[config.mk]
export PLATFORM = sky130hd
export DESIGN_NAME = vector_clock_node
export DESIGN_NICKNAME = d
export VERILOG_FILES = /design/src/hw/rtl/vcn_pkg.sv /design/src/hw/rtl/vector_clock_node.sv /design/src/hw/rtl/vcn_ram.sv
export SDC_FILE = /design/constraint.sdc
export NUM_CORES = 1
export LEC_CHECK = 0
export BUFFER_PORTS_ARGS = -buffer_cell sky130_fd_sc_hd__buf_2
export CAP_MARGIN = 25
export CORE_UTILIZATION = 55
export DETAILED_ROUTE_END_ITERATION = 6
export GPL_TIMING_DRIVEN = 1
export HOLD_SLACK_MARGIN = 0.06
export PLACE_DENSITY = 0.73
export RECOVER_POWER = 50
export SKIP_LAST_GASP = 1
export SYNTH_ARGS = -nofsm -noshare
export SYNTH_HDL_FRONTEND = slang
export SYNTH_SLANG_ARGS = --single-unit
[constraint.sdc]
create_clock -name i_clk -period 10.9 [get_ports i_clk]
set_clock_uncertainty 0.1 [all_clocks]
set_input_delay 0 -clock i_clk [delete_from_list [all_inputs] [get_ports i_clk]]
set_output_delay 0 -clock i_clk [all_outputs]
set_load 0.02 [all_outputs]
[src/hw/rtl/vcn_pkg.sv]
// Package for the vector clock node: item types, kind codes, register indexes, limits.
`timescale 1ns / 1ps
package vcn_pkg;

    localparam int DEF_NUM_NODES = 8;
    localparam int MAX_OUT       = 8;
    localparam int CNT_W         = 32;
    localparam int IDX_W         = 3;
    localparam int MASK_W        = 8;
    localparam int CFG_IDX_W     = 1;
    localparam int CFG_DATA_W    = 8;

    localparam logic [CNT_W-1:0] CNT_MAX = '1;

    localparam logic [2:0] KIND_INTERNAL   = 3'd0;
    localparam logic [2:0] KIND_SEND       = 3'd1;
    localparam logic [2:0] KIND_SEND_MARK  = 3'd2;
    localparam logic [2:0] KIND_RX_ENTRY   = 3'd3;
    localparam logic [2:0] KIND_RX_MARK    = 3'd4;

    localparam logic [CFG_IDX_W-1:0] CFG_NODE_ID     = 1'b0;
    localparam logic [CFG_IDX_W-1:0] CFG_MARKER_MASK = 1'b1;

    typedef struct packed {
        logic [2:0]       kind;
        logic [IDX_W-1:0] entry_index;
        logic [CNT_W-1:0] entry_value;
        logic             last_entry;
        logic [IDX_W-1:0] src_node;
    } t_vcn_in;

    typedef struct packed {
        logic [IDX_W-1:0] out_index;
        logic [CNT_W-1:0] out_value;
        logic             out_last;
        logic [CNT_W-1:0] message_number;
        logic             is_marker;
        logic             all_markers_done;
    } t_vcn_out;

endpackage

[src/hw/rtl/vector_clock_node.sv]
// Vector clock node: clock RAM, shared max/increment unit and its sequencer.
//
// Input channel (i_in_valid / o_in_ready, payload i_in) takes one event item.
// Output channel (o_out_valid / i_out_ready, payload o_out) gives result items.
// Config port (i_cfg_we, i_cfg_idx, i_cfg_data): index 0 node_id, 1 marker_mask;
// write only while the block is idle.
// All clock entries sit in one RAM with a single read and a single write port;
// every access goes through it, one entry at a time, and the one compare/increment
// unit computes each new value. o_in_ready is high only while the sequencer idles.
// Steps per item: an internal event increments the own entry; a received entry
//   writes the maximum into its slot and, if last, then increments the own entry
//   (dropped once stopped); a receive marker gives one status result; a send
//   first increments the own entry; each send gives min(NUM_NODES, 8) entries.
// Results are held in an output register; while the receiver stalls the sequencer
// waits on the next entry, and a finished item's last result may still wait while
// the next input item is taken.
// Reset (synchronous, active low) clears the clock, the message count, the
// marker mask state and both config registers; the clock RAM is marked empty at
// once by per-entry valid bits, so no clearing pass is needed.
`timescale 1ns / 1ps
module vector_clock_node
    import vcn_pkg::*;
#(
    parameter int NUM_NODES = DEF_NUM_NODES
) (
    input  logic                  i_clk,
    input  logic                  i_rst_n,
    input  logic                  i_in_valid,
    output logic                  o_in_ready,
    input  t_vcn_in               i_in,
    output logic                  o_out_valid,
    input  logic                  i_out_ready,
    output t_vcn_out              o_out,
    input  logic                  i_cfg_we,
    input  logic [CFG_IDX_W-1:0]  i_cfg_idx,
    input  logic [CFG_DATA_W-1:0] i_cfg_data
);

    localparam int DEPTH = (NUM_NODES < MAX_OUT) ? NUM_NODES : MAX_OUT;
    localparam int AW    = $clog2(DEPTH);

    typedef enum logic [2:0] {
        S_IDLE,
        S_BUMP_RD,
        S_BUMP_WR,
        S_MAX_RD,
        S_MAX_WR,
        S_EMIT_RD,
        S_EMIT_LD,
        S_STAT
    } t_state;

    t_state            r_state;
    t_vcn_in           r_in;
    t_vcn_out          r_out;
    logic              r_out_valid;
    logic [IDX_W-1:0]  r_node_id;
    logic [MASK_W-1:0] r_marker_mask;
    logic [MASK_W-1:0] r_seen;
    logic              r_stopped;
    logic [CNT_W-1:0]  r_sent;
    logic [CNT_W-1:0]  r_msg;
    logic              r_mark;
    logic              r_emit;
    logic [AW-1:0]     r_cnt;
    logic [DEPTH-1:0]  r_valid;
    logic              r_rd_vld;

    logic              ram_we;
    logic [AW-1:0]     ram_waddr;
    logic              ram_re;
    logic [AW-1:0]     ram_raddr;
    logic [CNT_W-1:0]  ram_rdata;
    logic [CNT_W-1:0]  rd_val;
    logic [CNT_W-1:0]  unit_res;
    logic              own_ok;
    logic              idx_ok;
    logic              in_acc;
    logic [MASK_W-1:0] n_seen;
    logic [CNT_W-1:0]  n_sent;

    assign in_acc = i_in_valid && o_in_ready;
    assign own_ok = int'(r_node_id) < DEPTH;
    assign idx_ok = int'(i_in.entry_index) < DEPTH;
    assign rd_val = r_rd_vld ? ram_rdata : '0;
    assign n_seen = r_seen | (MASK_W'(1) << i_in.src_node);
    assign n_sent = (r_sent == CNT_MAX) ? r_sent : r_sent + CNT_W'(1);

    // shared unit: merge by maximum or saturating increment
    always_comb begin
        if (r_state == S_MAX_WR) begin
            unit_res = (r_in.entry_value > rd_val) ? r_in.entry_value : rd_val;
        end else begin
            unit_res = (rd_val == CNT_MAX) ? rd_val : rd_val + CNT_W'(1);
        end
    end

    always_comb begin
        ram_re    = 1'b0;
        ram_raddr = r_cnt;
        ram_we    = 1'b0;
        ram_waddr = r_node_id[AW-1:0];
        case (r_state)
            S_BUMP_RD: begin
                ram_re    = 1'b1;
                ram_raddr = r_node_id[AW-1:0];
            end
            S_MAX_RD: begin
                ram_re    = 1'b1;
                ram_raddr = r_in.entry_index[AW-1:0];
            end
            S_EMIT_RD: begin
                ram_re    = 1'b1;
                ram_raddr = r_cnt;
            end
            S_BUMP_WR: begin
                ram_we    = 1'b1;
                ram_waddr = r_node_id[AW-1:0];
            end
            S_MAX_WR: begin
                ram_we    = 1'b1;
                ram_waddr = r_in.entry_index[AW-1:0];
            end
            default: begin
                ram_re = 1'b0;
            end
        endcase
    end

    vcn_ram #(
        .WIDTH (CNT_W),
        .DEPTH (DEPTH)
    ) u_clock_ram (
        .i_clk   (i_clk),
        .i_we    (ram_we),
        .i_waddr (ram_waddr),
        .i_wdata (unit_res),
        .i_re    (ram_re),
        .i_raddr (ram_raddr),
        .o_rdata (ram_rdata)
    );

    always_ff @(posedge i_clk) begin
        if (!i_rst_n) begin
            r_state       <= S_IDLE;
            r_out_valid   <= 1'b0;
            r_node_id     <= '0;
            r_marker_mask <= '0;
            r_seen        <= '0;
            r_stopped     <= 1'b0;
            r_sent        <= '0;
            r_mark        <= 1'b0;
            r_emit        <= 1'b0;
            r_cnt         <= '0;
            r_valid       <= '0;
            r_rd_vld      <= 1'b0;
        end else begin
            if (i_cfg_we) begin
                case (i_cfg_idx)
                    CFG_NODE_ID:     r_node_id     <= i_cfg_data[IDX_W-1:0];
                    CFG_MARKER_MASK: r_marker_mask <= i_cfg_data[MASK_W-1:0];
                    default:         r_node_id     <= r_node_id;
                endcase
            end

            if (r_out_valid && i_out_ready) begin
                r_out_valid <= 1'b0;
            end
            if (ram_re) begin
                r_rd_vld <= r_valid[ram_raddr];
            end
            if (ram_we) begin
                r_valid[ram_waddr] <= 1'b1;
            end

            case (r_state)
                S_IDLE: begin
                    if (in_acc) begin
                        r_in   <= i_in;
                        r_cnt  <= '0;
                        r_emit <= 1'b0;
                        case (i_in.kind)
                            KIND_INTERNAL: begin
                                r_state <= own_ok ? S_BUMP_RD : S_IDLE;
                            end
                            KIND_SEND: begin
                                r_sent  <= n_sent;
                                r_msg   <= n_sent;
                                r_mark  <= 1'b0;
                                r_emit  <= 1'b1;
                                r_state <= own_ok ? S_BUMP_RD : S_EMIT_RD;
                            end
                            KIND_SEND_MARK: begin
                                r_msg   <= '0;
                                r_mark  <= 1'b1;
                                r_state <= S_EMIT_RD;
                            end
                            KIND_RX_ENTRY: begin
                                if (r_stopped) begin
                                    r_state <= S_IDLE;
                                end else if (idx_ok) begin
                                    r_state <= S_MAX_RD;
                                end else if (i_in.last_entry && own_ok) begin
                                    r_state <= S_BUMP_RD;
                                end else begin
                                    r_state <= S_IDLE;
                                end
                            end
                            KIND_RX_MARK: begin
                                if (!r_stopped) begin
                                    r_seen    <= n_seen;
                                    r_stopped <= (n_seen & r_marker_mask) == r_marker_mask;
                                end
                                r_state <= S_STAT;
                            end
                            default: begin
                                r_state <= S_IDLE;
                            end
                        endcase
                    end
                end
                S_BUMP_RD: begin
                    r_state <= S_BUMP_WR;
                end
                S_BUMP_WR: begin
                    r_state <= r_emit ? S_EMIT_RD : S_IDLE;
                end
                S_MAX_RD: begin
                    r_state <= S_MAX_WR;
                end
                S_MAX_WR: begin
                    r_state <= (r_in.last_entry && own_ok) ? S_BUMP_RD : S_IDLE;
                end
                S_EMIT_RD: begin
                    r_state <= S_EMIT_LD;
                end
                S_EMIT_LD: begin
                    if (!r_out_valid || i_out_ready) begin
                        r_out_valid            <= 1'b1;
                        r_out.out_index        <= IDX_W'(r_cnt);
                        r_out.out_value        <= rd_val;
                        r_out.out_last         <= (r_cnt == AW'(DEPTH - 1));
                        r_out.message_number   <= r_msg;
                        r_out.is_marker        <= r_mark;
                        r_out.all_markers_done <= r_stopped;
                        if (r_cnt == AW'(DEPTH - 1)) begin
                            r_state <= S_IDLE;
                        end else begin
                            r_cnt   <= r_cnt + AW'(1);
                            r_state <= S_EMIT_RD;
                        end
                    end
                end
                S_STAT: begin
                    if (!r_out_valid || i_out_ready) begin
                        r_out_valid            <= 1'b1;
                        r_out.out_index        <= '0;
                        r_out.out_value        <= '0;
                        r_out.out_last         <= 1'b0;
                        r_out.message_number   <= '0;
                        r_out.is_marker        <= 1'b0;
                        r_out.all_markers_done <= r_stopped;
                        r_state                <= S_IDLE;
                    end
                end
                default: begin
                    r_state <= S_IDLE;
                end
            endcase
        end
    end

    assign o_in_ready  = (r_state == S_IDLE);
    assign o_out_valid = r_out_valid;
    assign o_out       = r_out;

endmodule

[src/hw/rtl/vcn_ram.sv]
// Generic single-write, single-read RAM with registered read data.
`timescale 1ns / 1ps
module vcn_ram #(
    parameter int WIDTH = 32,
    parameter int DEPTH = 8
) (
    input  logic                     i_clk,
    input  logic                     i_we,
    input  logic [$clog2(DEPTH)-1:0] i_waddr,
    input  logic [WIDTH-1:0]         i_wdata,
    input  logic                     i_re,
    input  logic [$clog2(DEPTH)-1:0] i_raddr,
    output logic [WIDTH-1:0]         o_rdata
);

    logic [WIDTH-1:0] r_mem [DEPTH];
    logic [WIDTH-1:0] r_rdata;

    always_ff @(posedge i_clk) begin
        if (i_we) begin
            r_mem[i_waddr] <= i_wdata;
        end
        if (i_re) begin
            r_rdata <= r_mem[i_raddr];
        end
    end

    assign o_rdata = r_rdata;

endmodule

# Yosys cells after proc, flatten, opt, wreduce, memory -nomap -nowiden
# Memory sizes are Yosys's and may differ from the RTL's. A register that Yosys moved wholly into a read port is not among the register bits.
# Cells that the tools add are included.
word_totals:
  ff_bits: 208
  mem_bits_rw: 256
  output_inout_bits: 72
  wordCells: 119
  n_memories: 1
mem_list:
  columns: ["memory", "depth", "word_bits", "rd", "rd_clocked_by_memory_dff", "write_ports", "line", "rtl"]
  rows:
  - ["u_clock_ram.r_mem", 8, 32, 1, 1, 1, "vcn_ram.sv:16", "logic [WIDTH-1:0] r_mem [DEPTH];"]
op_classes:
  n_addsub: 3
  order_cmp: 4
  n_eq_ne: 19
  shifts: 1
  n_mux: 38
  bitwise: 5
  reduce_logical: 26
op_table:
  columns: ["op", "count"]
  rows:
  - ["$mux 32", 5]
  - ["$mux 70", 2]
  - ["$pmux 70 s2", 1]
  - ["$add 32x1->32 const B", 2]
  - ["$eq 32x32->1 const B", 2]
  - ["$pmux 32 s2", 1]
  - ["$gt 32x32->1", 1]
  - ["$mux 3", 9]
  - ["$pmux 3 s8", 1]
  - ["$eq 3x3->1 const B", 6]
  - ["$or 8x8->8", 2]
  - ["$reduce_and 4->1", 4]
  - ["$reduce_and 3->1", 5]
  - ["$eq 3x2->1 const B", 4]
  - ["$mux 1", 12]
  - ["$pmux 3 s2", 2]
  - ["$pmux 3 s4", 1]
  - ["$and 8x8->8", 1]
  - ["$eq 8x8->1", 1]
  - ["$lt 3x4->1 const B", 2]
  - ["$shl 1x3->8 const A", 1]
  - ["$eq 3x1->1 const B", 2]
  - ["$logic_not 3->1", 2]
  - ["$ne 2x2->1 const B", 3]
  - ["15 further kinds", 24]

# Depth between registers and ports, before layout
depth:
  depth_word: 7
  depth_mapped: 17
  mapped_depth_nobuf: 10

# Cells and area by module
# A second synthesis with hierarchy kept.
hier_totals:
  cells_unflattened: 1519
  hier_area_um2: 21660.8
modules_own_cells:
  columns: ["mod", "instances", "cells_each", "area_per_inst_um2", "seq_area_each_um2"]
  rows:
  - ["vector_clock_node", 1, 1104, 10874.2, 5545.3]
  - ["vcn_ram", 1, 415, 10786.6, 8648.3]

# Worst setup path before layout
# No wires, ideal clock.
synth_timing:
  kind: "flip-flop to flip-flop"
  startpoint: "register r_state[1]"
  endpoint: "register r_out, in the netlist o_out[0] (enable)"
  setup_ns: 0.599
  arrival_time_ns: 5.982
  setup_slack_ns: 4.219
  stages_incl_launch_ff: 4
  n_path_buf: 1
  synth_period_minus_slack_ns: 6.681
  path_cell_list: "dfxtp_1 > clkbuf_1 > nand2_1 > nor3b_1"
synth_via:
  elab_chain_cells: 3
  word_cells_on_any_way: 6
  cone_classes: "eq/ne (4); reduce/logical (2)"
synth_rtl:
  columns: ["item", "line", "rtl"]
  rows:
  - ["start: declaration", "vector_clock_node.sv:53", "t_state r_state;"]
  - ["start signal: assignment", "vector_clock_node.sv:184", "r_state <= own_ok ? S_BUMP_RD : S_IDLE;"]
  - ["start signal: assignment", "vector_clock_node.sv:191", "r_state <= own_ok ? S_BUMP_RD : S_EMIT_RD;"]
  - ["start signal: assignment", "vector_clock_node.sv:226", "r_state <= r_emit ? S_EMIT_RD : S_IDLE;"]
  - ["$eq 3x3->1", "vector_clock_node.sv:176", "case (r_state)"]
  - ["$ne 2x2->1 (no line) / $reduce_bool 2->1 (equally long branches)", null, null]
  - ["$reduce_and 4->1 (no line) (*)", null, null]
  - ["end: declaration", "vector_clock_node.sv:55", "t_vcn_out r_out;"]
# Every way passes the cells marked *; elsewhere a longest branch is shown, timed or not.
# A chain may end at the register's enable or synchronous reset.

# Worst setup path after layout
layout_timing:
  startpoint: "input port i_rst_n"
  endpoint: "register r_out, in the netlist o_out[50] (enable)"
layout_via:
  elab_chain_cells: 1
layout_rtl:
  columns: ["item", "line", "rtl"]
  rows:
  - ["start: declaration", "vector_clock_node.sv:27", "input logic i_rst_n,"]
  - ["$reduce_and 4->1 (no line)", null, null]
# Every way passes these cells.

==> summary.md <==
| Metric | Value |
|---|---|
| Routed Wire Length | `51,200 um` |
| Die Area | `~0.04 mm2` |
| Htree depth | `2` |
| Library cells used by synthesis | `65` |
| Clk_lat worst skew | `slightly below 0.6 ns` |
| Gate power share | `a little under a tenth` |
| Root Buffer | `clkbuf_16` |
| Synth Area in Adders | `2.10%` |
| Port Buffers | `around 130` |
| Synthesized Nets | `between 1.5k and 2k` |
| Yosys top cell area share | `around three fifths` |
| Fin crit period | `between 5 and 6 ns` |
| Lkg Pwr | `slightly below 0.009 uW` |
| Final std cells w/o fill | `between 2k and 2.5k` |
| CTS tree | `done` |
| Endpoint class of the critical path | `flip-flop` |
| DRT Pass-1 Iters | `7` |
| Antenna Nets Post-Route | `0` |
| WL/cell | `22.0 um` |
| PwrDens | `between 150 and 200 mW/mm2` |
| Sequential element share of the synthesized area | `around two thirds` |
| Fillers | `between 2k and 3k` |
| Height of the die | `around 200 um` |
| Crit-path most repeated cell | `clkbuf_1` |
| DRC viols | `0` |
| Setup violators final | `0` |
| RSZ-0062 raised after global routing | `no` |
| Final worst setup slack | `5.12 ns` |
| Sink Count | `just under 500` |
| CP arrival | `about 5.8 ns` |
| DP Worst Slack | `a little over 6 ns` |
| Final hold vios | `0` |
| Number of synthesized register bits | `496` |
| Critical path fanouts, max | `73` |
| F_max | `around 170 MHz` |
| Post-DP HPWL | `roughly 30,000 um` |
| GRT Util Overall | `26.4%` |
| Final TNS setup | `0 ns` |
| Final core occ | `roughly two thirds` |
| Status | `finished with violations` |
| Starting Density | `about 56%` |
| Share of flip-flops with an asynchronous set or reset | `0%` |
| Mapped cell area | `about 0.021 mm2` |
| Core Region | `~0.039 mm2` |
| Critical path class | `input port to flip-flop` |
| Worst-Margin Slew | `about 3.6 ns` |
| Critical path's largest stage delay | `2.54 ns` |
| Crit path launch type | `input port` |
| Syn-to-layout area delta | `18.4%` |
| Sw Share | `23.0%` |
| Final antenna diode count | `0` |
| Setup repair bufs after CTS | `0` |
| Synth area leader | `edfxtp_1` |
| Data required, critical path | `approximately 11 ns` |
| Pin count of the biggest net entering global routing | `74` |
| Worst Hold Class | `input port to flip-flop` |
| Post_cts resized | `0` |
| XOR/XNOR Fraction of Synth Area | `under 10%` |
| Die X | `200 um` |
| Initial antenna violation count | `1` |
| First-pass GRT wire length | `roughly 78,000 um` |
| Tcrit/Tclk final | `a little over half` |
| Num rows | `between 70 and 80` |
| Nets | `between 1.5k and 2k` |
| # IOs | `around 130` |
| Max Buffers Root-to-Sink | `3` |
| Vias per inst | `around 6.0` |
| Max cap viols | `14` |
| Largest family of logic cells by synthesized area | `simple AND/OR/NAND/NOR gates` |
| Mux cell area share after synthesis | `around a tenth` |
| Slowest-stage cell, CP | `clkbuf_1` |
| Sequential share of power | `roughly 50%` |
| Cell internal pwr | `between 3000 and 4000 uW` |
| Fraction of layout cells with a size suffix above 1 | `~15%` |
| Synth Area in Compound Gates | `4.94%` |
| Vias in the first global route | `~14k` |
| GP Congestion | `around 0.9` |
| Placed cell count | `roughly 2.1k` |
| Ys flop type | `edfxtp_1` |
| Crit path max-delay family | `buffers and inverters` |
| Worst slew margin | `-138%` |
| Avg Cell Area, Syn | `14.2 um2` |
| Reg clk slew, reported paths | `0.06 ns` |
| Worst Path Buf+Inv | `4` |
| Starting DRT DRC Count | `approximately 1.5k` |
| Overall power | `4370 uW` |
| Crit-path cells | `dlygate4sd3_1 > buf_2 > clkbuf_1 > nor3b_1 > clkbuf_1` |
| Peak supply drop | `roughly 0.00013 V` |
| Final slew viol count | `466` |
| Synth warn | `0` |
| Synth top area cells | `edfxtp_1 60%, mux4_2 6.9%, dfxtp_1 6.5%` |
| Clock power share | `39.6%` |
| Failing checks | `capacitance limit, slew limit` |
| Sw power | `1010 uW` |
| CTS Buf Count | `50` |
| Post-synth EDFFs | `about 430` |
| Simple-Gate Fraction of Synth Area | `13.0%` |
| Vias | `14.0k` |
| Gr ovfl total | `0` |
| Synthesized instance count | `between 1.5k and 2k` |
==> synthesized netlist by cell type, types with 16 or more instances <==
master      n
a21oi_1    47
and2_1     77
clkbuf_1   52
dfxtp_1    70
edfxtp_1  426
ha_1       36
inv_1      25
mux2_2     32
mux2i_1    17
mux4_2     66
nand2_1   110
nand3_1    59
nand4_1    28
nor2_1    131
nor2b_1    26
nor3_1     32
o21a_1     16
o21ai_0    22
xnor2_1    31
xor2_1     35
==> final cells by class <==
| type | count | area (um2) | share of cell area [%] |
|---|---|---|---|
| Inverter | 25 | 93.8 | 0.369 |
| Multi-Input combinational cell | 926 | 6980 | 27.4 |
| Clock buffer | 69 | 1450 | 5.68 |
| Timing Repair Buffer | 265 | 1850 | 7.28 |
| Sequential cell | 496 | 14200 | 55.8 |
| Tap cell | 518 | 648 | 2.55 |
| Clock inverter | 25 | 239 | 0.939 |
==> final timing paths <==
path	to	cells past startpoint	slack [ns]	from
setup / recovery	o_out[50]	5	5.12	i_rst_n
hold / removal	r_in[22]	2	0.08	i_in[22]
setup reg to reg	u_clock_ram.r_mem[7][0]	6	5.69	r_state[1]
hold reg to reg	r_seen[1]	1	0.36	r_seen[1]
==> cell families after synthesis <==
family | count (synthesis)
AOI/OAI and AO/OA | 162
xor gates and xnor gates | 66
adders and majority gates | 36
buffers and inverters | 94
DFF | 496
muxes | 115
and+or+nand+nor | 547
==> metal layers <==
metal / share of wire, % / track usage, %
met5: 0.025 / 0
met2: 48 / 42.9
met3: 7.8 / 4.49
met1: 42 / 36.7
met4: 2.2 / 7.75
==> per-stage QoR <==
step                hold WS (ns)  area, um2
floorplan               -0.00113      21500
global placement          0.0780      22800
detailed placement        0.0790      22800
CTS                       0.0622      25600
global route              0.0759      25500
finish                    0.0753      25500
==> layout by cell type (no fill, tap or decap), drive strengths merged, types with 13 or more instances in the layout <==
master       Yosys  routed
nand4           28      28
nor4            16      16
ha              36      36
nand2          111     111
a21oi           47      47
mux2            32      32
xnor2           31      31
clkbuf          53     155
nand2b          14      14
a211oi          13      13
o21ai           22      22
o21a            16      16
inv             25      25
nor2b           26      26
mux2i           17      17
and2            78      78
dlygate4sd3      0     110
mux4            66      66
nor3            32      32
nor2           131     131
dfxtp           70      70
clkinv           0      16
buf             16      69
nand3           59      59
xor2            35      35
edfxtp         426     426
==> power by group through the flow <==
| stage | combinational (uW) | sequential [uW] | clock, uW |
|---|---|---|---|
| detailed placement | 368 | 2270 | 0 |
| global placement | 354 | 2270 | 0 |
| finish | 410 | 2230 | 1730 |
| CTS | 401 | 2230 | 1750 |
| global route | 446 | 2240 | 1820 |
| floorplan | 263 | 2240 | 0 |
==> state kept, by name, summed over array words and instances (netlist names) <==
signal / cells
r_marker_mask: 8
u_clock_ram.r_mem: 256
r_msg: 32
r_stopped: 1
r_in: 36
r_state: 3
o_out_valid: 1
r_sent: 32
r_cnt: 3
r_mark: 1
u_clock_ram.o_rdata: 32
r_seen: 8
r_rd_vld: 1
r_valid: 8
o_out: 70
r_node_id: 3
r_emit: 1
==> what timing repair did <==
item                                   CTS  global route
hold buffers                           110             0
endpoints found under the hold margin  137             0
setup endpoints to repair                0             0
Power figures use the tool's default switching activity.
